`src/sv/htfd_pkg.sv`:
```
package htfd_pkg;

  localparam int unsigned FIFO_DEPTH = 2;

  localparam logic [7:0] CRC_INIT = 8'hFF;
  localparam logic [7:0] CRC_POLY = 8'h31;

  // conversion constants
  localparam logic [14:0] TEMP_SCALE  = 15'd17500;
  localparam logic [13:0] HUM_SCALE   = 14'd12500;
  localparam logic [15:0] FULL_SCALE  = 16'd65535;
  localparam logic [15:0] TEMP_OFFSET = 16'd4500;
  localparam logic [13:0] HUM_OFFSET  = 14'd600;
  localparam logic [13:0] HUM_MAX     = 14'd10000;

  typedef enum logic [1:0] {
    STATUS_OK       = 2'd0,
    STATUS_TEMP_CRC = 2'd1,
    STATUS_HUM_CRC  = 2'd2
  } status_e;

  typedef enum logic [2:0] {
    POS_T_MSB = 3'd0,
    POS_T_LSB = 3'd1,
    POS_T_CRC = 3'd2,
    POS_H_MSB = 3'd3,
    POS_H_LSB = 3'd4,
    POS_H_CRC = 3'd5
  } pos_e;

  typedef struct packed {
    status_e     status;
    logic [15:0] temp_word;
    logic [15:0] humid_word;
  } frame_rec_t;

  function automatic logic [7:0] crc8_byte(input logic [7:0] crc, input logic [7:0] b);
    logic [7:0] c;
    c = crc ^ b;
    for (int i = 0; i < 8; i++) begin
      if (c[7]) begin
        c = {c[6:0], 1'b0} ^ CRC_POLY;
      end else begin
        c = {c[6:0], 1'b0};
      end
    end
    return c;
  endfunction

  // floor(x / 65535) for x below 2^31: estimate x>>16, remainder stays under 2*65535
  function automatic logic [14:0] div_full_scale(input logic [30:0] x);
    logic [14:0] q0;
    logic [16:0] r;
    q0 = x[30:16];
    r  = {1'b0, x[15:0]} + {2'b00, q0};
    return q0 + ((r >= {1'b0, FULL_SCALE}) ? 15'd1 : 15'd0);
  endfunction

endpackage

```
`src/sv/htfd_front.sv`:
```
module htfd_front (
  input  logic                 clk_i,
  input  logic                 rst_ni,
  input  logic                 accept_i,
  input  logic [7:0]           data_byte_i,
  input  logic                 frame_start_i,
  output logic                 push_o,
  output htfd_pkg::frame_rec_t rec_o
);

  htfd_pkg::pos_e  pos_q, pos_d, pos_cur;
  logic [7:0]      crc_q, crc_d;
  logic [15:0]     tword_q, tword_d;
  logic [15:0]     hword_q, hword_d;
  logic            tfail_q, tfail_d;

  always_comb begin
    pos_cur = frame_start_i ? htfd_pkg::POS_T_MSB : pos_q;
    pos_d   = pos_q;
    crc_d   = crc_q;
    tword_d = tword_q;
    hword_d = hword_q;
    tfail_d = tfail_q;
    if (accept_i) begin
      case (pos_cur)
        htfd_pkg::POS_T_LSB: begin
          crc_d   = htfd_pkg::crc8_byte(crc_q, data_byte_i);
          tword_d = {tword_q[15:8], data_byte_i};
          pos_d   = htfd_pkg::POS_T_CRC;
        end
        htfd_pkg::POS_T_CRC: begin
          tfail_d = (crc_q != data_byte_i);
          crc_d   = htfd_pkg::CRC_INIT;
          pos_d   = htfd_pkg::POS_H_MSB;
        end
        htfd_pkg::POS_H_MSB: begin
          crc_d   = htfd_pkg::crc8_byte(htfd_pkg::CRC_INIT, data_byte_i);
          hword_d = {data_byte_i, 8'h00};
          pos_d   = htfd_pkg::POS_H_LSB;
        end
        htfd_pkg::POS_H_LSB: begin
          crc_d   = htfd_pkg::crc8_byte(crc_q, data_byte_i);
          hword_d = {hword_q[15:8], data_byte_i};
          pos_d   = htfd_pkg::POS_H_CRC;
        end
        htfd_pkg::POS_H_CRC: begin
          crc_d  = htfd_pkg::CRC_INIT;
          pos_d  = htfd_pkg::POS_T_MSB;
        end
        default: begin
          // byte 0, also taken for unused positions
          crc_d   = htfd_pkg::crc8_byte(htfd_pkg::CRC_INIT, data_byte_i);
          tword_d = {data_byte_i, 8'h00};
          pos_d   = htfd_pkg::POS_T_LSB;
        end
      endcase
    end
  end

  always_comb begin
    push_o           = accept_i && (pos_cur == htfd_pkg::POS_H_CRC);
    rec_o.temp_word  = tword_q;
    rec_o.humid_word = hword_q;
    if (tfail_q) begin
      rec_o.status = htfd_pkg::STATUS_TEMP_CRC;
    end else if (crc_q != data_byte_i) begin
      rec_o.status = htfd_pkg::STATUS_HUM_CRC;
    end else begin
      rec_o.status = htfd_pkg::STATUS_OK;
    end
  end

  always_ff @(posedge clk_i or negedge rst_ni) begin
    if (!rst_ni) begin
      pos_q   <= htfd_pkg::POS_T_MSB;
      crc_q   <= htfd_pkg::CRC_INIT;
      tword_q <= '0;
      hword_q <= '0;
      tfail_q <= 1'b0;
    end else begin
      pos_q   <= pos_d;
      crc_q   <= crc_d;
      tword_q <= tword_d;
      hword_q <= hword_d;
      tfail_q <= tfail_d;
    end
  end

endmodule

```
`src/sv/htfd_fifo.sv`:
```
module htfd_fifo (
  input  logic                 clk_i,
  input  logic                 rst_ni,
  input  logic                 push_i,
  input  htfd_pkg::frame_rec_t push_data_i,
  output logic                 full_o,
  input  logic                 pop_i,
  output htfd_pkg::frame_rec_t pop_data_o,
  output logic                 empty_o
);

  localparam int unsigned PtrW = (htfd_pkg::FIFO_DEPTH > 1) ? $clog2(htfd_pkg::FIFO_DEPTH) : 1;
  localparam int unsigned CntW = $clog2(htfd_pkg::FIFO_DEPTH + 1);

  htfd_pkg::frame_rec_t mem_q [htfd_pkg::FIFO_DEPTH];
  logic [PtrW-1:0] wr_ptr_q, rd_ptr_q;
  logic [CntW-1:0] cnt_q;

  assign full_o     = (cnt_q == CntW'(htfd_pkg::FIFO_DEPTH));
  assign empty_o    = (cnt_q == '0);
  assign pop_data_o = mem_q[rd_ptr_q];

  always_ff @(posedge clk_i) begin
    if (push_i) begin
      mem_q[wr_ptr_q] <= push_data_i;
    end
  end

  always_ff @(posedge clk_i or negedge rst_ni) begin
    if (!rst_ni) begin
      wr_ptr_q <= '0;
      rd_ptr_q <= '0;
      cnt_q    <= '0;
    end else begin
      if (push_i) begin
        wr_ptr_q <= (wr_ptr_q == PtrW'(htfd_pkg::FIFO_DEPTH - 1)) ? '0 : wr_ptr_q + 1'b1;
      end
      if (pop_i) begin
        rd_ptr_q <= (rd_ptr_q == PtrW'(htfd_pkg::FIFO_DEPTH - 1)) ? '0 : rd_ptr_q + 1'b1;
      end
      if (push_i && !pop_i) begin
        cnt_q <= cnt_q + 1'b1;
      end else if (pop_i && !push_i) begin
        cnt_q <= cnt_q - 1'b1;
      end
    end
  end

endmodule

```
`src/sv/htfd_back.sv`:
```
module htfd_back (
  input  logic                 clk_i,
  input  logic                 rst_ni,
  input  logic                 empty_i,
  input  htfd_pkg::frame_rec_t rec_i,
  output logic                 pop_o,
  output logic                 out_valid_o,
  input  logic                 out_stall_i,
  output logic [1:0]           status_o,
  output logic signed [14:0]   temp_centi_o,
  output logic [13:0]          humid_centi_o,
  output logic [15:0]          temp_raw_word_o,
  output logic [15:0]          humid_raw_word_o
);

  logic                 advance;
  logic                 s1_valid_q;
  htfd_pkg::frame_rec_t s1_rec_q;
  logic [30:0]          s1_tprod_q;
  logic [29:0]          s1_hprod_q;

  logic [14:0]          tq;
  logic [14:0]          hq;
  logic [15:0]          tdiff;
  logic [13:0]          hval;

  logic                 out_valid_q;
  logic [1:0]           status_q;
  logic [14:0]          temp_q;
  logic [13:0]          humid_q;
  logic [15:0]          traw_q, hraw_q;

  // whole pipeline moves unless a finished result is held
  assign advance = !out_valid_q || !out_stall_i;
  assign pop_o   = advance && !empty_i;

  assign tq    = htfd_pkg::div_full_scale(s1_tprod_q);
  assign hq    = htfd_pkg::div_full_scale({1'b0, s1_hprod_q});
  assign tdiff = {1'b0, tq} - htfd_pkg::TEMP_OFFSET;

  always_comb begin
    if (hq < {1'b0, htfd_pkg::HUM_OFFSET}) begin
      hval = '0;
    end else if (hq - {1'b0, htfd_pkg::HUM_OFFSET} > {1'b0, htfd_pkg::HUM_MAX}) begin
      hval = htfd_pkg::HUM_MAX;
    end else begin
      hval = hq[13:0] - htfd_pkg::HUM_OFFSET;
    end
  end

  always_ff @(posedge clk_i) begin
    if (advance) begin
      s1_rec_q   <= rec_i;
      s1_tprod_q <= 31'(htfd_pkg::TEMP_SCALE) * 31'(rec_i.temp_word);
      s1_hprod_q <= 30'(htfd_pkg::HUM_SCALE) * 30'(rec_i.humid_word);
      status_q   <= s1_rec_q.status;
      temp_q     <= tdiff[14:0];
      humid_q    <= hval;
      traw_q     <= s1_rec_q.temp_word;
      hraw_q     <= s1_rec_q.humid_word;
    end
  end

  always_ff @(posedge clk_i or negedge rst_ni) begin
    if (!rst_ni) begin
      s1_valid_q  <= 1'b0;
      out_valid_q <= 1'b0;
    end else if (advance) begin
      s1_valid_q  <= pop_o;
      out_valid_q <= s1_valid_q;
    end
  end

  assign out_valid_o      = out_valid_q;
  assign status_o         = status_q;
  assign temp_centi_o     = $signed(temp_q);
  assign humid_centi_o    = humid_q;
  assign temp_raw_word_o  = traw_q;
  assign humid_raw_word_o = hraw_q;

`ifndef SYNTHESIS
  a_humid_clamped: assert property (@(posedge clk_i) disable iff (!rst_ni)
    out_valid_o |-> humid_centi_o <= htfd_pkg::HUM_MAX)
    else $error("humidity above full scale");

  a_temp_range: assert property (@(posedge clk_i) disable iff (!rst_ni)
    out_valid_o |-> (temp_centi_o >= -15'sd4500 && temp_centi_o <= 15'sd13000))
    else $error("temperature out of range");

  a_stage_moves: assert property (@(posedge clk_i) disable iff (!rst_ni)
    (s1_valid_q && advance) |=> out_valid_o)
    else $error("pipeline dropped a transaction");

  a_no_pop_empty: assert property (@(posedge clk_i) disable iff (!rst_ni)
    pop_o |-> !empty_i)
    else $error("pop from empty queue");
`endif

endmodule

```
`src/sv/humidity_temp_frame_decoder.sv`:
```
// channel | valid      | stall       | payload
// in      | in_valid_i | in_stall_o  | data_byte_i, frame_start_i
// out     | out_valid_o| out_stall_i | status_o, temp_centi_o, humid_centi_o,
//         |            |             | temp_raw_word_o, humid_raw_word_o
//
// one byte per cycle while in_stall_o is low; the crc update is one byte-wide step in the front
// out_valid_o rises once the frame completed at the edge that takes the sixth byte has moved through
// (queue write at that edge, then multiply, then divide and clamp)
// reset clears position, crc and all valid flags; no clearing pass
// in_stall_o rises only while the two-entry frame queue is full
// out_stall_i holds the output register and the conversion pipeline
module humidity_temp_frame_decoder (
  input  logic               clk_i,
  input  logic               rst_ni,
  input  logic               in_valid_i,
  output logic               in_stall_o,
  input  logic [7:0]         data_byte_i,
  input  logic               frame_start_i,
  output logic               out_valid_o,
  input  logic               out_stall_i,
  output logic [1:0]         status_o,
  output logic signed [14:0] temp_centi_o,
  output logic [13:0]        humid_centi_o,
  output logic [15:0]        temp_raw_word_o,
  output logic [15:0]        humid_raw_word_o
);

  logic                 accept;
  logic                 push;
  logic                 full;
  logic                 pop;
  logic                 empty;
  htfd_pkg::frame_rec_t push_rec;
  htfd_pkg::frame_rec_t pop_rec;

  assign in_stall_o = full;
  assign accept     = in_valid_i && !full;

  htfd_front u_front (
    .clk_i         (clk_i),
    .rst_ni        (rst_ni),
    .accept_i      (accept),
    .data_byte_i   (data_byte_i),
    .frame_start_i (frame_start_i),
    .push_o        (push),
    .rec_o         (push_rec)
  );

  htfd_fifo u_fifo (
    .clk_i       (clk_i),
    .rst_ni      (rst_ni),
    .push_i      (push),
    .push_data_i (push_rec),
    .full_o      (full),
    .pop_i       (pop),
    .pop_data_o  (pop_rec),
    .empty_o     (empty)
  );

  htfd_back u_back (
    .clk_i            (clk_i),
    .rst_ni           (rst_ni),
    .empty_i          (empty),
    .rec_i            (pop_rec),
    .pop_o            (pop),
    .out_valid_o      (out_valid_o),
    .out_stall_i      (out_stall_i),
    .status_o         (status_o),
    .temp_centi_o     (temp_centi_o),
    .humid_centi_o    (humid_centi_o),
    .temp_raw_word_o  (temp_raw_word_o),
    .humid_raw_word_o (humid_raw_word_o)
  );

endmodule
```
`config.mk`:
```
export PLATFORM = sky130hd
export DESIGN_NAME = humidity_temp_frame_decoder
export DESIGN_NICKNAME = d
export VERILOG_FILES = /design/src/sv/htfd_pkg.sv /design/src/sv/htfd_front.sv /design/src/sv/htfd_fifo.sv /design/src/sv/htfd_back.sv /design/src/sv/humidity_temp_frame_decoder.sv
export SDC_FILE = /design/constraint.sdc
export NUM_CORES = 1
export LEC_CHECK = 0
export ABC_AREA = 1
export BUFFER_PORTS_ARGS = -buffer_cell sky130_fd_sc_hd__buf_4
export CORE_ASPECT_RATIO = 0.9
export CORE_MARGIN = 1.5
export CORE_UTILIZATION = 55
export CTS_BUF_LIST = sky130_fd_sc_hd__clkbuf_8
export DETAILED_ROUTE_END_ITERATION = 8
export PLACE_DENSITY = 0.74
export SLEW_MARGIN = 30
export SYNTH_ARGS = -nofsm -noshare
export SYNTH_HDL_FRONTEND = slang
export SYNTH_SLANG_ARGS = --single-unit
```
`constraint.sdc`:
```
create_clock -name clk_i -period 5.5 [get_ports clk_i]
set_clock_uncertainty 0.05 [all_clocks]
set_input_delay 0.55 -clock clk_i [delete_from_list [all_inputs] [get_ports clk_i]]
set_output_delay 0.55 -clock clk_i [all_outputs]
set_load 0.1 [all_outputs]
```
==> metrics <==
total clock sinks=269; CTS tree=done; die area=34600 µm²; core area=32900 µm²; EDFF count, synth=219; Maximum Capacitance Violations=0; weighted congestion reported at the end of routability-driven placement=0.914; final cycle utilization of the critical path=0.956; Post-Synthesis Cell Area=18400 µm²; Die X=196 µm; HPWL Detailed=28900 µm; shortest period the worst path allows=5.26 ns; share of cells above drive strength 1=0.127; first-pass iteration count of the detailed router=5; number of hold violations in the final report=0; antenna diode count=0; area of the multi-input gates=9360 µm²; worst hold path class=primary input to flop; leading register cell type out of synthesis=sky130_fd_sc_hd__edfxtp_1; total negative slack for setup checks=0 ns; post-synthesis register bit count=269; CP dominant cell by count=sky130_fd_sc_hd__inv_1; ranking of synthesized cells by instance count=sky130_fd_sc_hd__inv_1, sky130_fd_sc_hd__nand2_1, sky130_fd_sc_hd__ha_1; category of the critical setup timing path=flop to flop; layout overhead on the synthesized area=12.4%; final setup violation count=0; drt via density=5.19; Clk Latency, worst-skew pair=0.58 ns; vertical die dimension=177 µm; pin count of the biggest net entering global routing=83; worst-margin pin slew=0.721 ns; Worst Setup End Kind=flop; worst slew margin relative to its limit=0.519; area of placed instances=19700 µm²; number of nets in the layout=2275; area taken by flip-flops and latches=7840 µm²; average wire per standard cell=15.4 µm; post-route DRC violation count=0; FMAX=0.190 GHz; FILL cells=2660; leading cell type by number of instances after synthesis=sky130_fd_sc_hd__inv_1; number of DRC markers after the initial detailed-route iteration=703; clock-pin slew of the registers on the worst-case setup and hold paths=0.06 ns; CP max stage cell=sky130_fd_sc_hd__fa_1; first-pass GRT wire length=60800 µm; cell row count=63; Area contributors post-synth=sky130_fd_sc_hd__edfxtp_1, sky130_fd_sc_hd__ha_1, sky130_fd_sc_hd__fa_1; Ports=78; ordered cell list for the critical path=inv_2, buf_4, or2_2, o21ai_0, inv_1, ha_1, inv_1, fa_1, inv_1, ha_1, inv_1, fa_1, inv_1, fa_1, ha_2, a21oi_2, inv_1, nor2_1, o21ai_1, a21oi_2, nor2_1, nor2_1, o21bai_1, xor2_1; final design area excluding fillers=20700 µm²; Cell variety after synth=47; number of buffers inserted during clock tree synthesis=46; Synth Instances=1809; post-detailed-route count of antenna-violating nets=0; total routing usage reported by global routing=0.219; number of global-route vias before repair=12285; CTS HTree Levels=2; buffers inserted during post-CTS setup optimization=0; detailed-route wire length=37000 µm; buffers from clock root to sink, at most=3; root buffer selected by CTS=sky130_fd_sc_hd__clkbuf_8; status=finished, final reports clean; global route total overflow=0; Async SR Flop Fraction=0.186; cell accounting for the most synthesized area=sky130_fd_sc_hd__edfxtp_1; data required time at the worst endpoint=5.76 ns; element type at the critical path start=flop; via count=12459; mean instance size in the synthesized netlist=10.2 µm²; setup repair after global routing missed its margin=true; share of the yosys chip area belonging to registers=0.425; final count of pins violating max slew=0; count of yosys warnings during synthesis=0; number of I/O port buffers=77; Worst Path Arrival=5.52 ns; pre-CTS worst setup slack=-0.00497 ns; highest net fanout along the worst path=10; initial standard-cell utilization of the core=0.560; synthesized net count=2143; share of the synthesized area in the top cell type=0.357; crit-path max cell delay=0.55 ns; final setup margin=0.239 ns; number of antenna violations at the first check in global routing=0
==> sequential cells by signal (all words and copies together), names as in the netlist <==
register,flops
u_front.tword_q,16
u_back.s1_valid_q,1
u_fifo.mem_q,68
u_back.humid_raw_word_o,16
u_back.s1_rec_q,34
u_fifo.wr_ptr_q,1
u_back.out_valid_o,1
u_back.humid_centi_o,14
u_back.s1_tprod_q,28
u_fifo.cnt_q,2
u_fifo.rd_ptr_q,1
u_back.temp_raw_word_o,16
u_back.temp_centi_o,15
u_front.crc_q,8
u_front.hword_q,16
u_front.tfail_q,1
u_front.pos_q,3
u_back.status_o,2
u_back.s1_hprod_q,26
==> worst paths after layout <==
path                                          start                         end  slack [ns]  cells past startpoint
worst max-delay path                u_fifo.rd_ptr_q       u_back.s1_tprod_q[27]        0.24                     24
max in group asynchronous                    rst_ni         u_front.hword_q[12]        4.47                      2
worst min register to register  u_back.s1_rec_q[29]  u_back.temp_raw_word_o[13]        0.37                      0
worst min-delay path                 data_byte_i[2]         u_front.hword_q[10]        0.23                      3
worst max register to register      u_fifo.rd_ptr_q       u_back.s1_tprod_q[27]        0.24                     24
min in group asynchronous                    rst_ni          u_back.out_valid_o        0.46                      2
==> layout make-up <==
cell class	instances	share of cell area
sequential	269	0.378
inverter	340	0.0616
clock inverter	33	0.0111
tap	422	0.0255
timing repair buffer	99	0.0374
clock buffer	52	0.0345
multi-input combinational	1185	0.452
==> worst max-delay path: cells and delay by family (launching register included) <==
kind                     cells  cell delay (ns)
flip-flops                   1             0.40
AND/OR/NAND/NOR              4             0.62
AO/OA/AOI/OAI                5             0.66
adder cells (fa/ha/maj)      6             2.41
XOR/XNOR                     1             0.14
buffers and inverters        8             0.70
==> layer usage <==
metal / vias up / wire length (µm) / global-route usage
li1: 6260 / - / -
met1: 5889 / 17700 / 0.305
met2: 242 / 16800 / 0.351
met3: 68 / 1390 / 0.0339
met4: 0 / 1090 / 0.0776
met5: - / 0 / 0
==> layout by cell type, fill, tap and decap left out, drive strengths merged, types with 74 or more instances in the layout <==
cell | synthesis | routed
inv | 338 | 350
nand2 | 316 | 316
ha | 230 | 230
edfxtp | 219 | 219
buf | 4 | 98
o21ai | 94 | 94
fa | 91 | 91
nor2 | 83 | 83
nand3 | 76 | 76
a21oi | 74 | 74
==> repair_timing <==
item,CTS,global route
endpoints found under the setup margin,0,16
hold endpoints to repair,42,0
gates resized for setup,0,27
hold buffers,1,0
==> through the flow <==
| step | utilization | hold slack, ns | std cells |
|---|---|---|---|
| 4_1_cts | 0.627 | 0.190 | 2400 |
| 3_5_place_dp | 0.598 | 0.355 | 2314 |
| 6_report | 0.629 | 0.232 | 2400 |
| 5_1_grt | 0.629 | 0.225 | 2400 |
| 2_1_floorplan | - | 0.204 | 1809 |
| 3_3_place_gp | 0.598 | 0.351 | 2314 |
==> kinds of logic (layout without fill, tap and decap cells) <==
kind of cell | after synthesis | after routing | synth area share
simple gates | 535 | 535 | 0.127
buf+inv | 355 | 524 | 0.0725
fa+ha+maj | 321 | 321 | 0.255
flops | 269 | 269 | 0.425
compound gates | 218 | 218 | 0.0666
xor+xnor | 111 | 111 | 0.0537
Power is not shown: default switching activity piles up to over one toggle a cycle in this logic, so the estimate is an artifact.
